$ cat src/design/dhtm_pkg.sv
// types, constants and arithmetic helpers for the dh link transform
`default_nettype none

package dhtm_pkg;

   localparam int ANG_W  = 31;
   localparam int LEN_W  = 32;
   localparam int ROT_W  = 32;
   localparam int U_W    = 33;
   localparam int P_W    = 31;
   localparam int CSR_W  = 3;
   localparam int NUM_POLY = 5;

   localparam int THETA = 0;
   localparam int ALPHA = 1;
   localparam int SIN_CH = 0;
   localparam int COS_CH = 1;

   // pi/2 in q4.28 and the bias that makes the reduced angle non-negative
   localparam logic [U_W-1:0] HP      = 33'd421657428;
   localparam logic [U_W-1:0] HALF_HP = 33'd210828714;
   localparam logic [U_W-1:0] U_BIAS  = 33'd3584088138;
   localparam logic [P_W-1:0] QONE    = 31'h4000_0000;

   // horner divisors per cell, zero leaves the channel untouched
   localparam int SIN_K [NUM_POLY] = '{0, 72, 42, 20, 6};
   localparam int COS_K [NUM_POLY] = '{90, 56, 30, 12, 2};

   typedef enum logic [CSR_W-1:0] {
      CSR_LINK_LENGTH  = 3'd0,
      CSR_LINK_OFFSET  = 3'd1,
      CSR_TWIST_OFFSET = 3'd2,
      CSR_JOINT_OFFSET = 3'd3,
      CSR_TURN_AXIS    = 3'd4
   } csr_index_type;

   typedef struct packed {
      logic [U_W-1:0] u;
      logic [1:0]     quad;
   } red_lane_type;

   typedef struct packed {
      red_lane_type [1:0] lane;
   } red_type;

   typedef struct packed {
      logic signed [ROT_W-1:0] x;
      logic [P_W-1:0]          x2;
      logic [1:0]              quad;
      logic [1:0][P_W-1:0]     p;
   } poly_lane_type;

   typedef struct packed {
      poly_lane_type [1:0] lane;
   } poly_type;

   typedef struct packed {
      logic signed [ROT_W-1:0] m00;
      logic signed [ROT_W-1:0] m01;
      logic signed [ROT_W-1:0] m02;
      logic signed [LEN_W-1:0] m03;
      logic signed [ROT_W-1:0] m10;
      logic signed [ROT_W-1:0] m11;
      logic signed [ROT_W-1:0] m12;
      logic signed [LEN_W-1:0] m13;
      logic signed [ROT_W-1:0] m21;
      logic signed [ROT_W-1:0] m22;
      logic signed [LEN_W-1:0] m23;
   } rsp_type;

   // q2.30 product, rounded half away from zero
   function automatic logic signed [34:0] qmul(input logic signed [31:0] a,
                                               input logic signed [31:0] b);
      logic        neg;
      logic [31:0] ma;
      logic [31:0] mb;
      logic [63:0] pr;
      logic [33:0] r;
      neg = a[31] ^ b[31];
      ma  = a[31] ? 32'(-a) : 32'(a);
      mb  = b[31] ? 32'(-b) : 32'(b);
      pr  = 64'(ma) * 64'(mb);
      r   = 34'((pr + 64'd536870912) >> 30);
      return neg ? -$signed({1'b0, r}) : $signed({1'b0, r});
   endfunction

   function automatic logic signed [31:0] clamp_rot(input logic signed [35:0] v);
      if (v > 36'sd1073741824) begin
         return 32'sd1073741824;
      end else if (v < -36'sd1073741824) begin
         return -32'sd1073741824;
      end else begin
         return 32'(v);
      end
   endfunction

   function automatic logic signed [31:0] clamp_len(input logic signed [34:0] v);
      if (v > 35'sd2147483647) begin
         return 32'sh7fff_ffff;
      end else if (v < -35'sd2147483648) begin
         return 32'sh8000_0000;
      end else begin
         return 32'(v);
      end
   endfunction

endpackage

`default_nettype wire

$ cat src/design/dhtm_reduce_cell.sv
// one restoring step of the quadrant reduction for both angles
`default_nettype none

module dhtm_reduce_cell
   import dhtm_pkg::*;
#(
   parameter int SH = 0
) (
   input  wire logic    clock,
   input  wire logic    reset,
   input  wire logic    adv,
   input  wire logic    in_valid,
   input  wire red_type in_data,
   output logic         out_valid,
   output red_type      out_data
);

   localparam logic [U_W-1:0] STEP = U_W'(HP << SH);

   logic    valid_ff;
   red_type data_ff;
   red_type data_in;

   always_comb begin
      data_in = in_data;
      for (int l = 0; l < 2; l++) begin
         if (in_data.lane[l].u >= STEP) begin
            data_in.lane[l].u = in_data.lane[l].u - STEP;
            if (SH == 1) begin
               data_in.lane[l].quad[1] = 1'b1;
            end else if (SH == 0) begin
               data_in.lane[l].quad[0] = 1'b1;
            end
         end
      end
   end

   always_ff @(posedge clock) begin
      if (reset) begin
         valid_ff <= 1'b0;
      end else if (adv) begin
         valid_ff <= in_valid;
      end
   end

   always_ff @(posedge clock) begin
      if (adv) begin
         data_ff <= data_in;
      end
   end

   assign out_valid = valid_ff;
   assign out_data  = data_ff;

endmodule

`default_nettype wire

$ cat config.mk
export PLATFORM = sky130hd
export DESIGN_NAME = dhtm_reduce_cell
export DESIGN_NICKNAME = d
export VERILOG_FILES = /design/src/design/dhtm_pkg.sv /design/src/design/dhtm_reduce_cell.sv
export SDC_FILE = /design/constraint.sdc
export NUM_CORES = 1
export LEC_CHECK = 0
export BUFFER_PORTS_ARGS = -buffer_cell sky130_fd_sc_hd__clkbuf_2
export CAP_MARGIN = 20
export CORE_MARGIN = 8
export CORE_UTILIZATION = 50
export DETAILED_ROUTE_END_ITERATION = 6
export GPL_ROUTABILITY_DRIVEN = 0
export PLACE_DENSITY = 0.81
export SLEW_MARGIN = 20
export SYNTH_ARGS = -nofsm -noshare
export SYNTH_HDL_FRONTEND = slang
export SYNTH_SLANG_ARGS = --single-unit
$ cat constraint.sdc
create_clock -name clock -period 3.2 [get_ports clock]
set_input_delay 0.64 -clock clock [delete_from_list [all_inputs] [get_ports clock]]
set_output_delay 0.64 -clock clock [all_outputs]
set_load 0.05 [all_outputs]
==> metrics.md <==
| Metric | Value |
|---|---|
| Total negative setup slack | `0 ns` |
| Global Route met1 Usage | `21.4%` |
| CP required | `3.27 ns` |
| Die area | `0.0111 mm²` |
| Met2 GRT Util | `31.4%` |
| Top FF cell, synth | `edfxtp_1` |
| DRT Pass-1 Iters | `6` |
| Flop2flop setup slack | `roughly 2.6 ns` |
| First-pass GRT wire length | `between 15000 and 20000 µm` |
| Mapped Avg Cell Area | `11.1 µm²` |
| Post-CTS setup buffer count | `0` |
| Hold Path Class | `in2reg` |
| Met3 Use GR | `6.94%` |
| Vias | `3573` |
| Startpoint type of the worst setup path | `input pin` |
| Post-synth top cells | `edfxtp_1, nor2_1, xor2_1` |
| Largest net degree at the start of global routing | `46` |
| Post-Syn Instances | `359` |
| Max-capacitance violation count | `0` |
| Gr busiest metal | `met2` |
| Seq/Total Area, Yosys | `53.1%` |
| Fin worst setup slack | `0.460 ns` |
| CTS resizes | `0` |
| Htree depth | `3` |
| Area contributors post-synth | `edfxtp_1, xor2_1, xnor2_1` |
| Post-CTS Hold Buffers | `0` |
| CP arrival | `2.81 ns` |
| Area leader, netlist | `edfxtp_1` |
| DRT iter0 DRCs | `157` |
| CTS Buffer Depth | `2` |
| Initial antenna violation count | `0` |
| Final setup violation count | `0` |
| Fill count | `around 600` |
| PD cells | `slightly above 500 mW/mm²` |
| R2r worst-path depth | `2` |
| Reg clk slew, reported paths | `0.08 ns` |
| Crit Reg-Reg Endpoint | `out_valid` |
| EDFF count, synth | `70` |
| Post-synth cell types | `58` |
| P_leak | `2.13 nW` |
| Status | `completed` |
| CTS tree | `yes` |
| Clock sink count | `slightly above 70` |
| Final worst path period share | `85.6%` |
| IO Pins | `145` |
| Slew @ Worst Pin | `0.626 ns` |
| CP endpoint kind | `register` |
| Hold EP | `out_valid` |
| Share of cells above drive strength 1 | `33.4%` |
| Die height | `105 µm` |
| Fraction of registers with async set/reset | `0%` |
| Final hold vios | `0` |
| Post-DR vias/cell | `5.76` |
| Final Non-Filler Cells | `620` |
| RSZ-0062 raised after global routing | `no` |
| Util after Layout | `65.4%` |
| Wire per inst | `17.1 µm` |
| Core area | `0.00773 mm²` |
| Most numerous cell in the Yosys netlist | `edfxtp_1` |
| Clk_skew | `0 ns` |
| Synth top area share | `52.6%` |
| Total routed wirelength | `10600 µm` |
| Hold depth | `2` |
| Overall Power | `2.61 mW` |
| Grt ovf | `0` |
| Storage element area | `~0.0021 mm²` |
| CTS Root Cell | `clkbuf_8` |
| Cells after DPL | `604` |
| CTS buffer count | `9` |
| Worst skew pair latency | `0.34 ns` |
| WS Path Type | `in2reg` |
| Final Max Slew Viols | `0` |
| GR Util All Layers | `18.6%` |
| RR Startpoint | `out_valid` |
| Die width | `105 µm` |
| Synthesized area | `0.00400 mm²` |
| Syn nets | `437` |
| Slew margin rel. | `58.3%` |
| Area growth syn-to-layout | `26.5%` |
| CP max FO | `16` |
| Detailed Place HPWL | `roughly 8200 µm` |
| Setup WS pre-CTS | `0.155 ns` |
| Hold Path Origin | `reset` |
| Worst IR drop on VDD | `between 200 and 300 µV` |
| Yosys warning total | `0` |
| Nets@finish | `591` |
| Vias in the first global route | `3573` |
| Final ANT Viol Nets | `0` |
| Peak Freq | `365 MHz` |
| IO Port Bufs | `144` |
| DR DRC count | `0` |
| Final min period | `2.74 ns` |
| Initial Utilization | `51.7%` |
| Row count | `32` |
| Diodes inserted | `0` |
| Area of the multi-input gates | `about 0.0018 mm²` |
| Flop and latch count out of synthesis | `71` |
-- layout by cell type (no fill, tap or decap), types with 2 or more instances in the layout --
master,count
and3_1,3
and2_1,4
nor4_1,9
nor2b_1,2
clkbuf_1,2
clkinv_2,2
buf_4,6
or3_1,6
xor2_1,33
nand4bb_1,2
nor3_1,11
o31ai_1,7
a21o_1,4
a311oi_1,3
nand2b_1,6
clkbuf_8,10
ha_1,4
o211a_1,2
o22ai_1,2
clkbuf_2,143
inv_1,9
or4_1,4
or2_2,2
a311o_1,2
nand3_1,6
o211ai_1,6
nand4_1,5
nand2_1,30
a31oi_1,6
o21a_1,4
a21oi_1,10
o41ai_1,3
or4bb_1,2
o21ai_0,14
nor2_1,38
xnor2_1,18
edfxtp_1,70
mux2i_1,2
-- state kept, by name, summed over array words and instances, names as in the netlist --
register	cells
out_data	70
out_valid	1
-- layout make-up --
class	count	share of cell area, %
multi-input combinational	271	35.5
tap	102	2.52
timing repair buffer	151	15.5
clock buffer	12	2.87
clock inverter	4	0.940
sequential	71	42.0
inverter	9	0.668
-- worst max-delay path by stage --
stage	start	end	slack (ns)	cells past startpoint
6_report	in_data[22]	out_data[18]	0.46	7
5_1_grt	in_data[20]	out_data[22]	0.29	7
4_1_cts	in_data[22]	out_data[22]	0.51	7
3_5_place_dp	in_data[22]	out_data[22]	0.16	7
3_3_place_gp	in_data[20]	out_data[24]	0.24	8
2_1_floorplan	in_data[48]	out_data[53]	0.41	9
-- worst max-delay path: stages --
cell	delay [ns]
clkbuf_2	0.11
or4_1	0.59
nor4_1	0.43
nand2_1	0.16
o21a_1	0.43
o31ai_1	0.33
o41ai_1	0.12
-- through the flow --
step / hold WS [ns] / cell area, µm²
after floorplan: 0.712 / 4000
after global placement: 0.473 / 4860
after detailed placement: 0.493 / 4860
after CTS: 0.435 / 5060
after global routing: 0.439 / 5060
final: 0.447 / 5060
-- kinds of logic after synthesis --
| kind of cell | synth area share (%) |
|---|---|
| buffers and inverters | 2.03 |
| adder cells (fa/ha/maj) | 1.25 |
| XOR/XNOR | 11.2 |
| AO/OA/AOI/OAI | 13.6 |
| multiplexers | 0.501 |
| flip-flops | 53.1 |
| AND/OR/NAND/NOR | 18.3 |
-- report_power, final --
group / internal [mW] / total [mW] / switching, mW / leakage, nW
combinational: 0.183 / 0.729 / 0.547 / 1.34
sequential: 1.14 / 1.17 / 0.0260 / 0.694
clock: 0.380 / 0.718 / 0.338 / 0.0964
-- routing by layer --
layer	up-vias	routed length (µm)
met5	-	0
met4	0	105
met3	21	1010
met2	183	5180
met1	1689	4310
li1	1680	-
Note: power is estimated with default switching activity, not from simulation.
