File: src/design/dhtm_pkg.sv
// types, constants and arithmetic helpers for the dh link transform
`default_nettype none

package dhtm_pkg;

   localparam int ANG_W  = 31;
   localparam int LEN_W  = 32;
   localparam int ROT_W  = 32;
   localparam int U_W    = 33;
   localparam int P_W    = 31;
   localparam int CSR_W  = 3;
   localparam int NUM_POLY = 5;

   localparam int THETA = 0;
   localparam int ALPHA = 1;
   localparam int SIN_CH = 0;
   localparam int COS_CH = 1;

   // pi/2 in q4.28 and the bias that makes the reduced angle non-negative
   localparam logic [U_W-1:0] HP      = 33'd421657428;
   localparam logic [U_W-1:0] HALF_HP = 33'd210828714;
   localparam logic [U_W-1:0] U_BIAS  = 33'd3584088138;
   localparam logic [P_W-1:0] QONE    = 31'h4000_0000;

   // horner divisors per cell, zero leaves the channel untouched
   localparam int SIN_K [NUM_POLY] = '{0, 72, 42, 20, 6};
   localparam int COS_K [NUM_POLY] = '{90, 56, 30, 12, 2};

   typedef enum logic [CSR_W-1:0] {
      CSR_LINK_LENGTH  = 3'd0,
      CSR_LINK_OFFSET  = 3'd1,
      CSR_TWIST_OFFSET = 3'd2,
      CSR_JOINT_OFFSET = 3'd3,
      CSR_TURN_AXIS    = 3'd4
   } csr_index_type;

   typedef struct packed {
      logic [U_W-1:0] u;
      logic [1:0]     quad;
   } red_lane_type;

   typedef struct packed {
      red_lane_type [1:0] lane;
   } red_type;

   typedef struct packed {
      logic signed [ROT_W-1:0] x;
      logic [P_W-1:0]          x2;
      logic [1:0]              quad;
      logic [1:0][P_W-1:0]     p;
   } poly_lane_type;

   typedef struct packed {
      poly_lane_type [1:0] lane;
   } poly_type;

   typedef struct packed {
      logic signed [ROT_W-1:0] m00;
      logic signed [ROT_W-1:0] m01;
      logic signed [ROT_W-1:0] m02;
      logic signed [LEN_W-1:0] m03;
      logic signed [ROT_W-1:0] m10;
      logic signed [ROT_W-1:0] m11;
      logic signed [ROT_W-1:0] m12;
      logic signed [LEN_W-1:0] m13;
      logic signed [ROT_W-1:0] m21;
      logic signed [ROT_W-1:0] m22;
      logic signed [LEN_W-1:0] m23;
   } rsp_type;

   // q2.30 product, rounded half away from zero
   function automatic logic signed [34:0] qmul(input logic signed [31:0] a,
                                               input logic signed [31:0] b);
      logic        neg;
      logic [31:0] ma;
      logic [31:0] mb;
      logic [63:0] pr;
      logic [33:0] r;
      neg = a[31] ^ b[31];
      ma  = a[31] ? 32'(-a) : 32'(a);
      mb  = b[31] ? 32'(-b) : 32'(b);
      pr  = 64'(ma) * 64'(mb);
      r   = 34'((pr + 64'd536870912) >> 30);
      return neg ? -$signed({1'b0, r}) : $signed({1'b0, r});
   endfunction

   function automatic logic signed [31:0] clamp_rot(input logic signed [35:0] v);
      if (v > 36'sd1073741824) begin
         return 32'sd1073741824;
      end else if (v < -36'sd1073741824) begin
         return -32'sd1073741824;
      end else begin
         return 32'(v);
      end
   endfunction

   function automatic logic signed [31:0] clamp_len(input logic signed [34:0] v);
      if (v > 35'sd2147483647) begin
         return 32'sh7fff_ffff;
      end else if (v < -35'sd2147483648) begin
         return 32'sh8000_0000;
      end else begin
         return 32'(v);
      end
   endfunction

endpackage

`default_nettype wire

File: src/design/dhtm_poly_cell.sv
// one horner step p = one - x2*p/k on sine and cosine of both angles
`default_nettype none

module dhtm_poly_cell
   import dhtm_pkg::*;
#(
   parameter int KS = 0,
   parameter int KC = 0
) (
   input  wire logic     clock,
   input  wire logic     reset,
   input  wire logic     adv,
   input  wire logic     in_valid,
   input  wire poly_type in_data,
   output logic          out_valid,
   output poly_type      out_data
);

   localparam int K [2] = '{KS, KC};
   localparam logic [31:0] MS = 32'(64'd4294967296 / ((KS == 0) ? 1 : KS));
   localparam logic [31:0] MC = 32'(64'd4294967296 / ((KC == 0) ? 1 : KC));
   localparam logic [1:0][31:0] M = {MC, MS};

   logic                  a_valid_ff;
   poly_type              a_data_ff;
   logic [1:0][1:0][31:0] a_t_ff;
   logic [1:0][1:0][31:0] a_t_in;

   logic                  b_valid_ff;
   poly_type              b_data_ff;
   logic [1:0][1:0][31:0] b_t_ff;
   logic [1:0][1:0][31:0] b_q_ff;
   logic [1:0][1:0][31:0] b_q_in;

   logic                  c_valid_ff;
   poly_type              c_data_ff;
   poly_type              c_data_in;

   always_comb begin
      for (int l = 0; l < 2; l++) begin
         for (int c = 0; c < 2; c++) begin
            a_t_in[l][c] = 32'((63'(in_data.lane[l].x2) * 63'(in_data.lane[l].p[c])
                              + 63'd536870912) >> 30);
            b_q_in[l][c] = 32'((64'(a_t_ff[l][c]) * 64'(M[c])) >> 32);
         end
      end
   end

   always_comb begin
      logic [31:0] rem;
      logic [31:0] qf;
      c_data_in = b_data_ff;
      for (int l = 0; l < 2; l++) begin
         for (int c = 0; c < 2; c++) begin
            rem = b_t_ff[l][c] - 32'(b_q_ff[l][c] * 32'(K[c]));
            qf  = b_q_ff[l][c] + ((rem >= 32'(K[c])) ? 32'd1 : 32'd0);
            if (K[c] != 0) begin
               c_data_in.lane[l].p[c] = QONE - P_W'(qf);
            end
         end
      end
   end

   always_ff @(posedge clock) begin
      if (reset) begin
         a_valid_ff <= 1'b0;
         b_valid_ff <= 1'b0;
         c_valid_ff <= 1'b0;
      end else if (adv) begin
         a_valid_ff <= in_valid;
         b_valid_ff <= a_valid_ff;
         c_valid_ff <= b_valid_ff;
      end
   end

   always_ff @(posedge clock) begin
      if (adv) begin
         a_data_ff <= in_data;
         a_t_ff    <= a_t_in;
         b_data_ff <= a_data_ff;
         b_t_ff    <= a_t_ff;
         b_q_ff    <= b_q_in;
         c_data_ff <= c_data_in;
      end
   end

   assign out_valid = c_valid_ff;
   assign out_data  = c_data_ff;

endmodule

`default_nettype wire

File: config.mk
export PLATFORM = sky130hd
export DESIGN_NAME = dhtm_poly_cell
export DESIGN_NICKNAME = d
export VERILOG_FILES = /design/src/design/dhtm_pkg.sv /design/src/design/dhtm_poly_cell.sv
export SDC_FILE = /design/constraint.sdc
export NUM_CORES = 1
export LEC_CHECK = 0
export BUFFER_PORTS_ARGS = -buffer_cell sky130_fd_sc_hd__buf_2
export CAP_MARGIN = 5
export CORE_MARGIN = 2
export CORE_UTILIZATION = 30
export DETAILED_ROUTE_END_ITERATION = 10
export PLACE_DENSITY_LB_ADDON = 0.05
export SYNTH_ARGS = -nofsm -noshare
export SYNTH_HDL_FRONTEND = slang
export SYNTH_SLANG_ARGS = --single-unit
File: constraint.sdc
create_clock -name clock -period 0.8 [get_ports clock]
set_clock_uncertainty 0.1 [all_clocks]
set_input_delay 0.04 -clock clock [delete_from_list [all_inputs] [get_ports clock]]
set_output_delay 0.04 -clock clock [all_outputs]
set_load 0.005 [all_outputs]
==> flow_metrics.env <==
export IMPL_core_area_um2=75950
export IMPL_path_max_fanout=1
export IMPL_io_pin_count=513
export IMPL_instances_no_fill=2771
export IMPL_r2r_end="b_data_ff[201]$_DFFE_PP_"
export IMPL_synth_most_common_cell="edfxtp_1"
export IMPL_hold_depth=2
export IMPL_area_sequential_um2=22940
export IMPL_detail_route_wl_per_cell_um=17.37
export IMPL_ant_nets=0
export IMPL_post_cts_setup_buffers=0
export IMPL_timing_setup_tns_ps=-124840
export IMPL_dp_cells=2361
export IMPL_post_route_cells_drive_above_1_share=0.3925
export IMPL_max_vdd_ir_drop_uv=1734
export IMPL_grt_first_pass_wirelength_um=68970
export IMPL_clockBufferDepth=3
export IMPL_synth_edf_count=762
export IMPL_clock_sinks=765
export IMPL_hold_start="adv"
export IMPL_synthFlopType="edfxtp_1"
export IMPL_start_kind="register"
export IMPL_pre_cts_ws_ps=-341.9
export IMPL_synth_top_area_frac=0.9956
export IMPL_hold_viol_final=79
export IMPL_drcViolationCount=0
export IMPL_hold_path_class="in -> reg"
export IMPL_dieWidth_um=280.8
export IMPL_worstPathCellList="buf_2"
export IMPL_seq_area_frac_synth=0.9982
export IMPL_cts_root_buf="clkbuf_16"
export IMPL_finalSetupViolations=296
export IMPL_die_area_um2=78840
export IMPL_synth_nets=1029
export IMPL_min_to="a_data_ff[47]$_DFFE_PP_"
export IMPL_fin_hold_ws_ps=-237.9
export IMPL_fin_nets=1934
export IMPL_min_period_ps=1357
export IMPL_worst_path_dominant_cell_family="flip-flops"
export IMPL_place_congestion=0.7261
export IMPL_period_share=1.696
export IMPL_fillers=6721
export IMPL_synth_warnings=0
export IMPL_critPathBufInv=1
export IMPL_placed_area_um2=27510
export IMPL_setup_worst_path_end_class="primary output"
export IMPL_synth_cells_most_frequent="edfxtp_1 (762), dfxtp_1 (3), mux2i_1 (3), nor2_1 (3)"
export IMPL_maxSlewHeadroom=0.8273
export IMPL_syn_avg_cell_area_um2=29.81
export IMPL_multi_input_area_um2=41.29
export IMPL_drv_slew=0
export IMPL_numCtsBuffers=84
export IMPL_port_buffers=512
export IMPL_grt_pass1_vias=11370
export IMPL_antenna_found_initial=6
export IMPL_cp_slowest_stage_delay_ps=440
export IMPL_grt_total_usage=0.1191
export IMPL_worst_slack_ps=-556.9
export IMPL_r2r_start="a_data_ff[201]$_DFFE_PP_"
export IMPL_syn_to_final_growth_pct=43.29
export IMPL_first_iter_violations=545
export IMPL_reg2reg_depth=0
export IMPL_fin_util=0.4336
export IMPL_yosys_area_top_type="edfxtp_1"
export IMPL_fmax_mhz=737.0
export IMPL_cts_tree="yes"
export IMPL_die_height_um=280.8
export IMPL_vias=10730
export IMPL_grt_overflow_total=0
export IMPL_power_density_nw_per_um2=2732
export IMPL_clkSlewWorstSetupHoldPaths_ps=60
export IMPL_async_flop_share=0
export IMPL_violations="hold timing, setup timing"
export IMPL_syn_area_um2=22980
export IMPL_crit_required_ps=660
export IMPL_dr_pass1_iters=4
export IMPL_r2r_setup_slack_ps=-10
export IMPL_syn_inst=771
export IMPL_placementRows=101
export IMPL_cp_slowest_cell="edfxtp_1"
export IMPL_cellLeakagePower_nw=12.33
export IMPL_cap_violations=0
export IMPL_synthTopCellsByArea="edfxtp_1 (100%), dfxtp_1 (0.26%), mux2i_1 (0.13%), nor2_1 (0.049%)"
export IMPL_via_per_inst=3.873
export IMPL_arrival_ps=1220
export IMPL_wl_um=48130
export IMPL_status="finished, violations left"
export IMPL_clock_latency_ps=610
export IMPL_dp_hpwl_um=32820
export IMPL_crit_start="out_data[83]$_DFFE_PP_"
export IMPL_htreeDepth=3
export IMPL_start_util=0.3026
export IMPL_fin_area_um2=32930
export IMPL_yosysUniqueCellTypes=4
export IMPL_grt_max_degree=45
export IMPL_critPathKind="reg -> out"
export IMPL_tightest_slew_ps=258.2
export IMPL_ys_seq_elements=765
export IMPL_rsz0062_at_grt="true"
[flip-flops by register name, summed over array words and instances (netlist names)]
register,flops
out_valid,1
b_valid_ff,1
b_data_ff,254
a_data_ff,254
a_valid_ff,1
out_data,254
[worst max path at each step]
stage               depth (start not counted)                       to  slack [ps]
floorplan                                   0   b_data_ff[0]$_DFFE_PP_         110
global placement                            5  a_valid_ff$_SDFFE_PP0P_        -350
detailed placement                          3  out_data[198]$_DFFE_PP_        -340
CTS                                         1             out_data[83]        -600
global route                                1             out_data[83]        -620
finish                                      1             out_data[83]        -560
[cell families after synthesis]
| group | count (synthesis) | share of synthesized area |
|---|---|---|
| DFF | 765 | 0.9982 |
| muxes | 3 | 0.001307 |
| and+or+nand+nor | 3 | 0.0004899 |
[cell usage in the layout, fill, tap and decap left out, drive strengths merged]
cell | synthesis | layout
dlygate4sd3 | 0 | 257
buf | 0 | 560
nor2 | 3 | 3
edfxtp | 762 | 762
mux2i | 3 | 3
diode | 0 | 1
clkinvlp | 0 | 1
bufinv | 0 | 9
dfxtp | 3 | 3
clkbuf | 0 | 101
clkinv | 0 | 38
inv | 0 | 3
[report_power, final]
| group | total, mW | switching (mW) | leakage, nW | internal, mW |
|---|---|---|---|---|
| Combinational | 3.93 | 1.82 | 3.50 | 2.11 |
| Sequential | 48.1 | 0.709 | 7.48 | 47.4 |
| Clock | 38.0 | 15.3 | 1.35 | 22.6 |
[area by class of cell]
| type | instances | area share |
|---|---|---|
| clock inverter | 51 | 0.01634 |
| clock buffer | 99 | 0.06683 |
| tap | 1030 | 0.03913 |
| multi-input combinational | 6 | 0.001254 |
| sequential | 765 | 0.6967 |
| timing repair buffer | 819 | 0.1797 |
| antenna | 1 | 0.00007599 |
[layer usage]
layer | up-vias | share of wire | track usage
met5 | - | 0.0014 | 0
met4 | 10 | 0.035 | 0.05128
met3 | 114 | 0.075 | 0.04240
met2 | 340 | 0.50 | 0.1983
met1 | 5278 | 0.39 | 0.1392
li1 | 4989 | - | -
[timing repair]
item,in CTS,in global routing
endpoints found under the hold margin,605,163
hold buffers,258,1
resized for setup,1,17
setup endpoints to repair,256,340
gates cloned,0,2
[metrics by stage]
step                      hold slack [ps]  power, mW
after floorplan                     12.38      48.79
after global routing               -261.6      93.57
after CTS                          -184.9      91.50
final                              -237.9      89.98
after detailed placement            118.1      51.88
after global placement              116.8      51.81
(Power assumes the default switching activity.)
