File: config.mk
export PLATFORM = sky130hd
export DESIGN_NAME = dhtm_out_buf
export DESIGN_NICKNAME = d
export VERILOG_FILES = /design/src/design/dhtm_pkg.sv /design/src/design/dhtm_out_buf.sv
export SDC_FILE = /design/constraint.sdc
export NUM_CORES = 1
export LEC_CHECK = 0
export ABC_AREA = 1
export BUFFER_PORTS_ARGS = -buffer_cell sky130_fd_sc_hd__buf_2
export CAP_MARGIN = 10
export CORE_AREA = 4 4 271 273
export CTS_BUF_LIST = sky130_fd_sc_hd__clkbuf_2 sky130_fd_sc_hd__clkbuf_4 sky130_fd_sc_hd__clkbuf_8
export DETAILED_ROUTE_END_ITERATION = 10
export DIE_AREA = 0 0 275 277
export PLACE_DENSITY = 0.6
export SLEW_MARGIN = 20
export SYNTH_ARGS = -nofsm -noshare
export SYNTH_HDL_FRONTEND = slang
export SYNTH_SLANG_ARGS = --single-unit
export TNS_END_PERCENT = 10
File: constraint.sdc
create_clock -name clock -period 23.7 [get_ports clock]
set_input_delay 1.185 -clock clock [delete_from_list [all_inputs] [get_ports clock]]
set_output_delay 1.185 -clock clock [all_outputs]
set_load 0.05 [all_outputs]
File: src/design/dhtm_pkg.sv
// types, constants and arithmetic helpers for the dh link transform
`default_nettype none

package dhtm_pkg;

   localparam int ANG_W  = 31;
   localparam int LEN_W  = 32;
   localparam int ROT_W  = 32;
   localparam int U_W    = 33;
   localparam int P_W    = 31;
   localparam int CSR_W  = 3;
   localparam int NUM_POLY = 5;

   localparam int THETA = 0;
   localparam int ALPHA = 1;
   localparam int SIN_CH = 0;
   localparam int COS_CH = 1;

   // pi/2 in q4.28 and the bias that makes the reduced angle non-negative
   localparam logic [U_W-1:0] HP      = 33'd421657428;
   localparam logic [U_W-1:0] HALF_HP = 33'd210828714;
   localparam logic [U_W-1:0] U_BIAS  = 33'd3584088138;
   localparam logic [P_W-1:0] QONE    = 31'h4000_0000;

   // horner divisors per cell, zero leaves the channel untouched
   localparam int SIN_K [NUM_POLY] = '{0, 72, 42, 20, 6};
   localparam int COS_K [NUM_POLY] = '{90, 56, 30, 12, 2};

   typedef enum logic [CSR_W-1:0] {
      CSR_LINK_LENGTH  = 3'd0,
      CSR_LINK_OFFSET  = 3'd1,
      CSR_TWIST_OFFSET = 3'd2,
      CSR_JOINT_OFFSET = 3'd3,
      CSR_TURN_AXIS    = 3'd4
   } csr_index_type;

   typedef struct packed {
      logic [U_W-1:0] u;
      logic [1:0]     quad;
   } red_lane_type;

   typedef struct packed {
      red_lane_type [1:0] lane;
   } red_type;

   typedef struct packed {
      logic signed [ROT_W-1:0] x;
      logic [P_W-1:0]          x2;
      logic [1:0]              quad;
      logic [1:0][P_W-1:0]     p;
   } poly_lane_type;

   typedef struct packed {
      poly_lane_type [1:0] lane;
   } poly_type;

   typedef struct packed {
      logic signed [ROT_W-1:0] m00;
      logic signed [ROT_W-1:0] m01;
      logic signed [ROT_W-1:0] m02;
      logic signed [LEN_W-1:0] m03;
      logic signed [ROT_W-1:0] m10;
      logic signed [ROT_W-1:0] m11;
      logic signed [ROT_W-1:0] m12;
      logic signed [LEN_W-1:0] m13;
      logic signed [ROT_W-1:0] m21;
      logic signed [ROT_W-1:0] m22;
      logic signed [LEN_W-1:0] m23;
   } rsp_type;

   // q2.30 product, rounded half away from zero
   function automatic logic signed [34:0] qmul(input logic signed [31:0] a,
                                               input logic signed [31:0] b);
      logic        neg;
      logic [31:0] ma;
      logic [31:0] mb;
      logic [63:0] pr;
      logic [33:0] r;
      neg = a[31] ^ b[31];
      ma  = a[31] ? 32'(-a) : 32'(a);
      mb  = b[31] ? 32'(-b) : 32'(b);
      pr  = 64'(ma) * 64'(mb);
      r   = 34'((pr + 64'd536870912) >> 30);
      return neg ? -$signed({1'b0, r}) : $signed({1'b0, r});
   endfunction

   function automatic logic signed [31:0] clamp_rot(input logic signed [35:0] v);
      if (v > 36'sd1073741824) begin
         return 32'sd1073741824;
      end else if (v < -36'sd1073741824) begin
         return -32'sd1073741824;
      end else begin
         return 32'(v);
      end
   endfunction

   function automatic logic signed [31:0] clamp_len(input logic signed [34:0] v);
      if (v > 35'sd2147483647) begin
         return 32'sh7fff_ffff;
      end else if (v < -35'sd2147483648) begin
         return 32'sh8000_0000;
      end else begin
         return 32'(v);
      end
   endfunction

endpackage

`default_nettype wire

File: src/design/dhtm_out_buf.sv
// two-entry result buffer between the pipeline and the result channel
`default_nettype none

module dhtm_out_buf
   import dhtm_pkg::*;
(
   input  wire logic    clock,
   input  wire logic    reset,
   input  wire logic    push,
   input  wire rsp_type push_data,
   output logic         full,
   output logic         out_valid,
   input  wire logic    out_stall,
   output rsp_type      out_data
);

   rsp_type    mem_ff [2];
   logic       wr_ptr_ff;
   logic       rd_ptr_ff;
   logic [1:0] count_ff;
   logic [1:0] count_in;
   logic       pop;

   assign full      = (count_ff == 2'd2);
   assign out_valid = (count_ff != 2'd0);
   assign out_data  = mem_ff[rd_ptr_ff];
   assign pop       = out_valid && !out_stall;
   assign count_in  = count_ff + {1'b0, push} - {1'b0, pop};

   always_ff @(posedge clock) begin
      if (reset) begin
         wr_ptr_ff <= 1'b0;
         rd_ptr_ff <= 1'b0;
         count_ff  <= 2'd0;
      end else begin
         if (push) begin
            wr_ptr_ff <= !wr_ptr_ff;
         end
         if (pop) begin
            rd_ptr_ff <= !rd_ptr_ff;
         end
         count_ff <= count_in;
      end
   end

   always_ff @(posedge clock) begin
      if (push) begin
         mem_ff[wr_ptr_ff] <= push_data;
      end
   end

endmodule

`default_nettype wire

==> metrics, run 1 <==
outcome finished, final reports clean; CTS sink count 709; Worst Setup End Kind primary output; DR WL/cell 20.8 um; max-cap viol count 0; initial core utilization around 36%; Max Buffers Root-to-Sink 3; worst hold path class flop to flop; Mean Syn Cell Area 22.8 um2; via count 13554; Slew Limit Headroom 27.7%; via density per instance 4.55; DRT antenna net count 0; main area contributors after synthesis edfxtp_1, mux2_2, mux2_1, buf_6, mux2_4; register area share after synthesis between 80 and 90%; post-synth top area cell edfxtp_1; WS Path Type flop to primary output; fraction of layout cells with a size suffix above 1 between 60% and 70%; post-synthesis cell type count 15; # resized after CTS 0; RSZ-0062 raised after global routing false; highest net fanout along the worst path 75; Detailed Place HPWL approximately 43000 um; worst path required time ~23 ns; synthesized flop and latch total 709; WP data arrival 4.35 ns; Synth top area share roughly 80%; crit share post-route 23.4%; Post-Synthesis Cells roughly 1100; postcts setup bufs 0; Die ar. 0.0762 mm2; Worst Skew 0.0385 ns; P_leak 12.1 nW; PortBufs 709; Post-Synthesis Cell Area roughly 0.026 mm2; first-pass GRT wire length around 90000 um; largest net degree at the start of global routing 126; Top Ports 710; DP Worst Slack 18.81 ns; Total Routing Usage GR 15.6%; Worst Max-Slew Pin Slew about 1.1 ns; root buffer cell clkbuf_8; Die Wd ~280 um; routability cong. 0.792; Post-Syn Nets 1489; layout overhead on the synthesized area 25.9%; CTS tree done; Tmin final between 5 and 6 ns; Yosys warning count 0; initial DRC count approximately 650; worst skew pair latency 0.68 ns; final net count 2286; initial antenna violation count 22; drt pass-1 iters 5; Fin. Hold Viols 0; Min Hold Slack 0.513 ns; CTS Hold Bufs 0; Slew Viols, Final 0; Die Y 277 um; final setup violating endpoints 0; H-tree Lvls 3; Max Clk Rate 181 MHz; GR Overflow Total 0; CTS buffer count 112; setup TNS 0 ns; crit path launch type flop; wirelength, routed 62000 um; Row Count 98; Peak VDD IR slightly below 70 uV; final setup margin 18.17 ns; clock transition at the registers of the reported paths 0.06 ns; core region area 0.0711 mm2; drc violations 0; Power Dens Cells approximately 100 mW/mm2; vias in the first global route 14724
-- worst max-delay path, cell delays in order (launching register included) --
cell     delay [ns]
dfxtp_4        1.06
buf_4          0.92
buf_4          0.89
mux2_2         0.44
buf_2          0.22
-- cells by family (layout without fill, tap and decap cells) --
family / count (synthesis) / after routing / synth area share [%]
other cells: 0 / 17 / 0
simple gates: 19 / 19 / 0.291
buf+inv: 48 / 928 / 1.65
flops: 709 / 709 / 82.4
compound gates: 1 / 1 / 0.0194
fa+ha+maj: 2 / 2 / 0.0971
mux: 352 / 352 / 15.5
-- cell usage in the layout (no fill, tap or decap) --
cell and instances:
a21oi_1 1, buf_2 709, buf_4 13, bufinv_16 3, clkbuf_4 43, clkbuf_8 113
clkinv_1 20, clkinv_2 12, clkinv_8 1, clkinvlp_4 2, dfxtp_1 4, dfxtp_4 1
diode_2 17, edfxtp_1 704, ha_1 2, inv_1 8, inv_12 2, inv_8 2
mux2_1 38, mux2_2 304, mux2_4 10, nand2_1 6, nand3_1 2, nor2_1 9
nor2_4 1, nor3_1 1
-- cells in the mapped netlist, drive strengths merged --
| master | number |
|---|---|
| ha | 2 |
| nor3 | 1 |
| mux2 | 352 |
| nand3 | 2 |
| inv | 9 |
| buf | 39 |
| edfxtp | 704 |
| nand2 | 6 |
| nor2 | 10 |
| dfxtp | 5 |
| a21oi | 1 |
-- layer usage --
metal / share of wire [%] / GRT usage (%) / up-vias
met2: 53 / 28.0 / 480
met1: 35 / 16.5 / 6795
met5: 0.13 / 0 / -
li1: - / - / 6148
met3: 8.1 / 5.39 / 119
met4: 3.2 / 6.88 / 12
-- flip-flops by register name, indices dropped and copies added, names as in the netlist, named ones only --
| register | flops |
|---|---|
| rd_ptr_ff | 1 |
| mem_ff | 704 |
| wr_ptr_ff | 1 |
| count_ff | 2 |
-- area by class of cell --
| type | count | area, um2 |
|---|---|---|
| Fill cell | 6205 | 38700 |
| Sequential cell | 709 | 21200 |
| Multi-Input combinational cell | 374 | 4110 |
| Timing Repair Buffer | 722 | 3650 |
| Clock buffer | 156 | 1880 |
| Tap cell | 950 | 1190 |
| Clock inverter | 41 | 300 |
| Antenna cell | 17 | 42.5 |
| Inverter | 9 | 41.3 |
-- power breakdown --
group / total [W] / internal, W / switching (W)
Clock: 0.00100 / 0.000545 / 0.000460
Combinational: 0.000915 / 0.000250 / 0.000665
Sequential: 0.00149 / 0.00146 / 0.0000295
Total: 0.00341 / 0.00225 / 0.00115
-- stage by stage --
step / instance area [um2] / cells / power [W] / utilization, %
3_5_place_dp: 30200 / 2764 / 0.00244 / 42.5
6_report: 32500 / 2978 / 0.00341 / 45.6
4_1_cts: 32400 / 2961 / 0.00346 / 45.6
2_1_floorplan: 25800 / 1131 / 0.00226 / -
5_1_grt: 32400 / 2975 / 0.00355 / 45.6
3_3_place_gp: 30200 / 2764 / 0.00243 / 42.5
-- final timing paths --
| path | depth (start not counted) | slack [ns] | from | endpoint |
|---|---|---|---|---|
| setup / recovery | 4 | 18.17 | flop | out_data[235] |
| hold / removal | 2 | 0.51 | rd_ptr_ff$_SDFFE_PP0P_ | rd_ptr_ff$_SDFFE_PP0P_ |
| setup reg to reg | 4 | 19.88 | wr_ptr_ff$_SDFFE_PP0P_ | mem_ff[0][206]$_DFFE_PP_ |
| hold reg to reg | 2 | 0.51 | rd_ptr_ff$_SDFFE_PP0P_ | rd_ptr_ff$_SDFFE_PP0P_ |
Power figures use the tool's default switching activity.
==> run 2, diff against run 1 <==
--- a/config.mk
+++ b/config.mk
@@ -12,7 +12,7 @@
 export CTS_BUF_LIST = sky130_fd_sc_hd__clkbuf_2 sky130_fd_sc_hd__clkbuf_4 sky130_fd_sc_hd__clkbuf_8
 export DETAILED_ROUTE_END_ITERATION = 10
 export DIE_AREA = 0 0 275 277
-export PLACE_DENSITY = 0.6
+export PLACE_DENSITY = 0.62
 export SLEW_MARGIN = 20
 export SYNTH_ARGS = -nofsm -noshare
 export SYNTH_HDL_FRONTEND = slang
==> constraint.sdc (replaced) <==
create_clock -name clock -period 4.55 [get_ports clock]
set_input_delay 0.2275 -clock clock [delete_from_list [all_inputs] [get_ports clock]]
set_output_delay 0.2275 -clock clock [all_outputs]
set_load 0.05 [all_outputs]
==> run 2 against run 1 <==
Non-clock buffer count increased by 374. Critical path type unchanged. Setup slack got worse by 17 ns. Clock skew is 0.015 ns higher. Count of clock-buffer cells in the layout is 3 lower. Largest cell class unchanged. Highest routed layer is now met4. Register-to-register slack worse by 18 ns.
==> metrics, run 2 (synthesis results as in run 1) <==
outcome finished, final reports clean; PortBufs 709 (unchanged); max reg flops 704 (unchanged); crit path launch type flop; Row Count 98 (unchanged); drt pass-1 iters 7 (+2); Fill cells 5763 (-7.1%); Die Wd 275 um (unchanged); Reg2Reg Depth 5 (+1); largest net degree at the start of global routing 122 (-3.2%); P_leak 13.8 nW (+14%); DR WL/cell 19.6 um (-5.8%); worst hold path depth 2 (unchanged); Slew Limit Headroom 37.5% (+9.7 points); initial DRC count 728 (+13%); crit share post-route 65.9%; drc violations 0 (unchanged); worst hold path class primary input to flop; Worst Setup End Kind primary output; # resized after CTS 0 (unchanged); Min Hold Slack 0.242 ns (-0.271 ns); Largest Register mem_ff; first-pass GRT wire length 97500 um (+8.7%); RSZ-0062 raised after global routing false; Max Buffers Root-to-Sink 3 (unchanged); Worst Max-Slew Pin Slew 0.936 ns (-0.148 ns); CTS sink count 709 (unchanged); Regs by FF count mem_ff x704, count_ff x2; WS Path Type flop to primary output; Total Routing Usage GR 16.5% (+0.94 points); Detailed Place HPWL 44000 um (+1.9%); Worst Skew 0.0537 ns (+0.0152 ns); vias in the first global route 16840 (+14%); most common cell after layout, fill and taps aside buf_2; H-tree Lvls 3 (unchanged); Power Dens Cells 505 mW/mm2 (+380%); Die ar. 0.0762 mm2 (unchanged); WP data arrival 2.77 ns (-1.58 ns); worst skew pair latency 0.70 ns (+0.02 ns); Fin. Hold Viols 0 (unchanged); initial antenna violation count 3 (-86%); DP Worst Slack 2.24 ns (-16.57 ns); final setup violating endpoints 0 (unchanged); dpl cell area 0.0305 mm2 (+0.86%); layout overhead on the synthesized area 41.3%; Peak VDD IR 374 uV (+450%); initial core utilization 36.2% (unchanged); CTS tree done; highest net fanout along the worst path 121 (+61%); wirelength, routed 65800 um (+6.1%); via density per instance 4.54 (-0.35%); Top Ports 710 (unchanged); setup TNS 0 ns (unchanged); CTS buffer count 115 (+2.7%); register area 0.0212 mm2 (about the same); final net count 2663 (+16%); multi-input logic area 0.00412 mm2 (about the same); fraction of layout cells with a size suffix above 1 51.8% (-8.6 points); max-cap viol count 0 (unchanged); core region area 0.0711 mm2 (unchanged); Tmin final 3.00 ns; clock transition at the registers of the reported paths 0.06 ns (about the same); cell area after layout 0.0364 mm2 (+12%); most frequent cells in the layout buf_2, edfxtp_1, dlygate4sd3_1; Slew Viols, Final 0 (unchanged); GR Overflow Total 0 (unchanged); Max Clk Rate 334 MHz; root buffer cell clkbuf_8; Die Y 277 um (unchanged); routability cong. 0.819 (+3.4%); DRT antenna net count 0 (unchanged); final setup margin 1.55 ns (-16.61 ns); via count 15208 (+12%); worst path required time 4.32 ns (-18.19 ns)
run 2: cell count changes in the layout (fill, tap and decap cells not counted), moves of 2 or more:
cell           delta
clkinv_1          +7
bufinv_16         +3
clkbuf_8          +4
clkinv_4          +2
dlygate4sd3_1   +356
inv_8             -2
diode_2          -14
clkbuf_4          -7
buf_4             +8
buf_12           +10
clkinv_2          +6
run 2: cell type report:
class | instances | share of cell area (%)
multi-input combinational | 374 | 11.3
timing repair buffer | 1096 | 20.5
tap | 950 | 3.26
antenna | 3 | 0.0206
clock inverter | 59 | 1.30
sequential | 709 | 58.3
clock buffer | 153 | 5.16
inverter | 9 | 0.103
run 2: per-layer routing:
layer | routed length (um) | up-vias | GRT usage (%)
li1 | - | 6898 | -
met1 | 23800 | 7536 | 18.3
met2 | 34600 | 618 | 29.6
met3 | 4770 | 156 | 4.25
met4 | 2600 | 0 | 7.79
met5 | 0 | - | 0
run 2: path summary, 6_finish.rpt:
path | endpoint | slack [ns] | from
max reg2reg | wr_ptr_ff$_SDFFE_PP0P_ | 2.32 | wr_ptr_ff$_SDFFE_PP0P_
min | mem_ff[0][249]$_DFFE_PP_ | 0.24 | push_data[249]
min reg2reg | rd_ptr_ff$_SDFFE_PP0P_ | 0.50 | rd_ptr_ff$_SDFFE_PP0P_
max | out_data[244] | 1.55 | flop
run 2: through the flow:
stage | instances | total power (W) | utilization [%]
floorplan | 1131 | 0.0117 | -
global placement | 2782 | 0.0127 | 42.9
global route | 3353 | 0.0191 | 51.2
detailed placement | 2782 | 0.0127 | 42.9
CTS | 3350 | 0.0186 | 51.2
finish | 3353 | 0.0184 | 51.2
run 2: what timing repair did:
| action | CTS | global route |
|---|---|---|
| setup buffers | 0 | 0 |
| endpoints found under the hold margin | 709 | 0 |
| hold buffers | 356 | 0 |
| endpoints found under the setup margin | 0 | 0 |
run 2: where the power goes:
part / internal [W] / switching, W / leakage, nW
sequential: 0.00759 / 0.000115 / 6.65
combinational: 0.00155 / 0.00360 / 5.90
clock: 0.00305 / 0.00248 / 1.25
run 2: critical path: stages, from the launching register on:
cell	delay (ns)
dfxtp_4	0.66
buf_12	0.47
mux2_2	0.44
buf_2	0.22
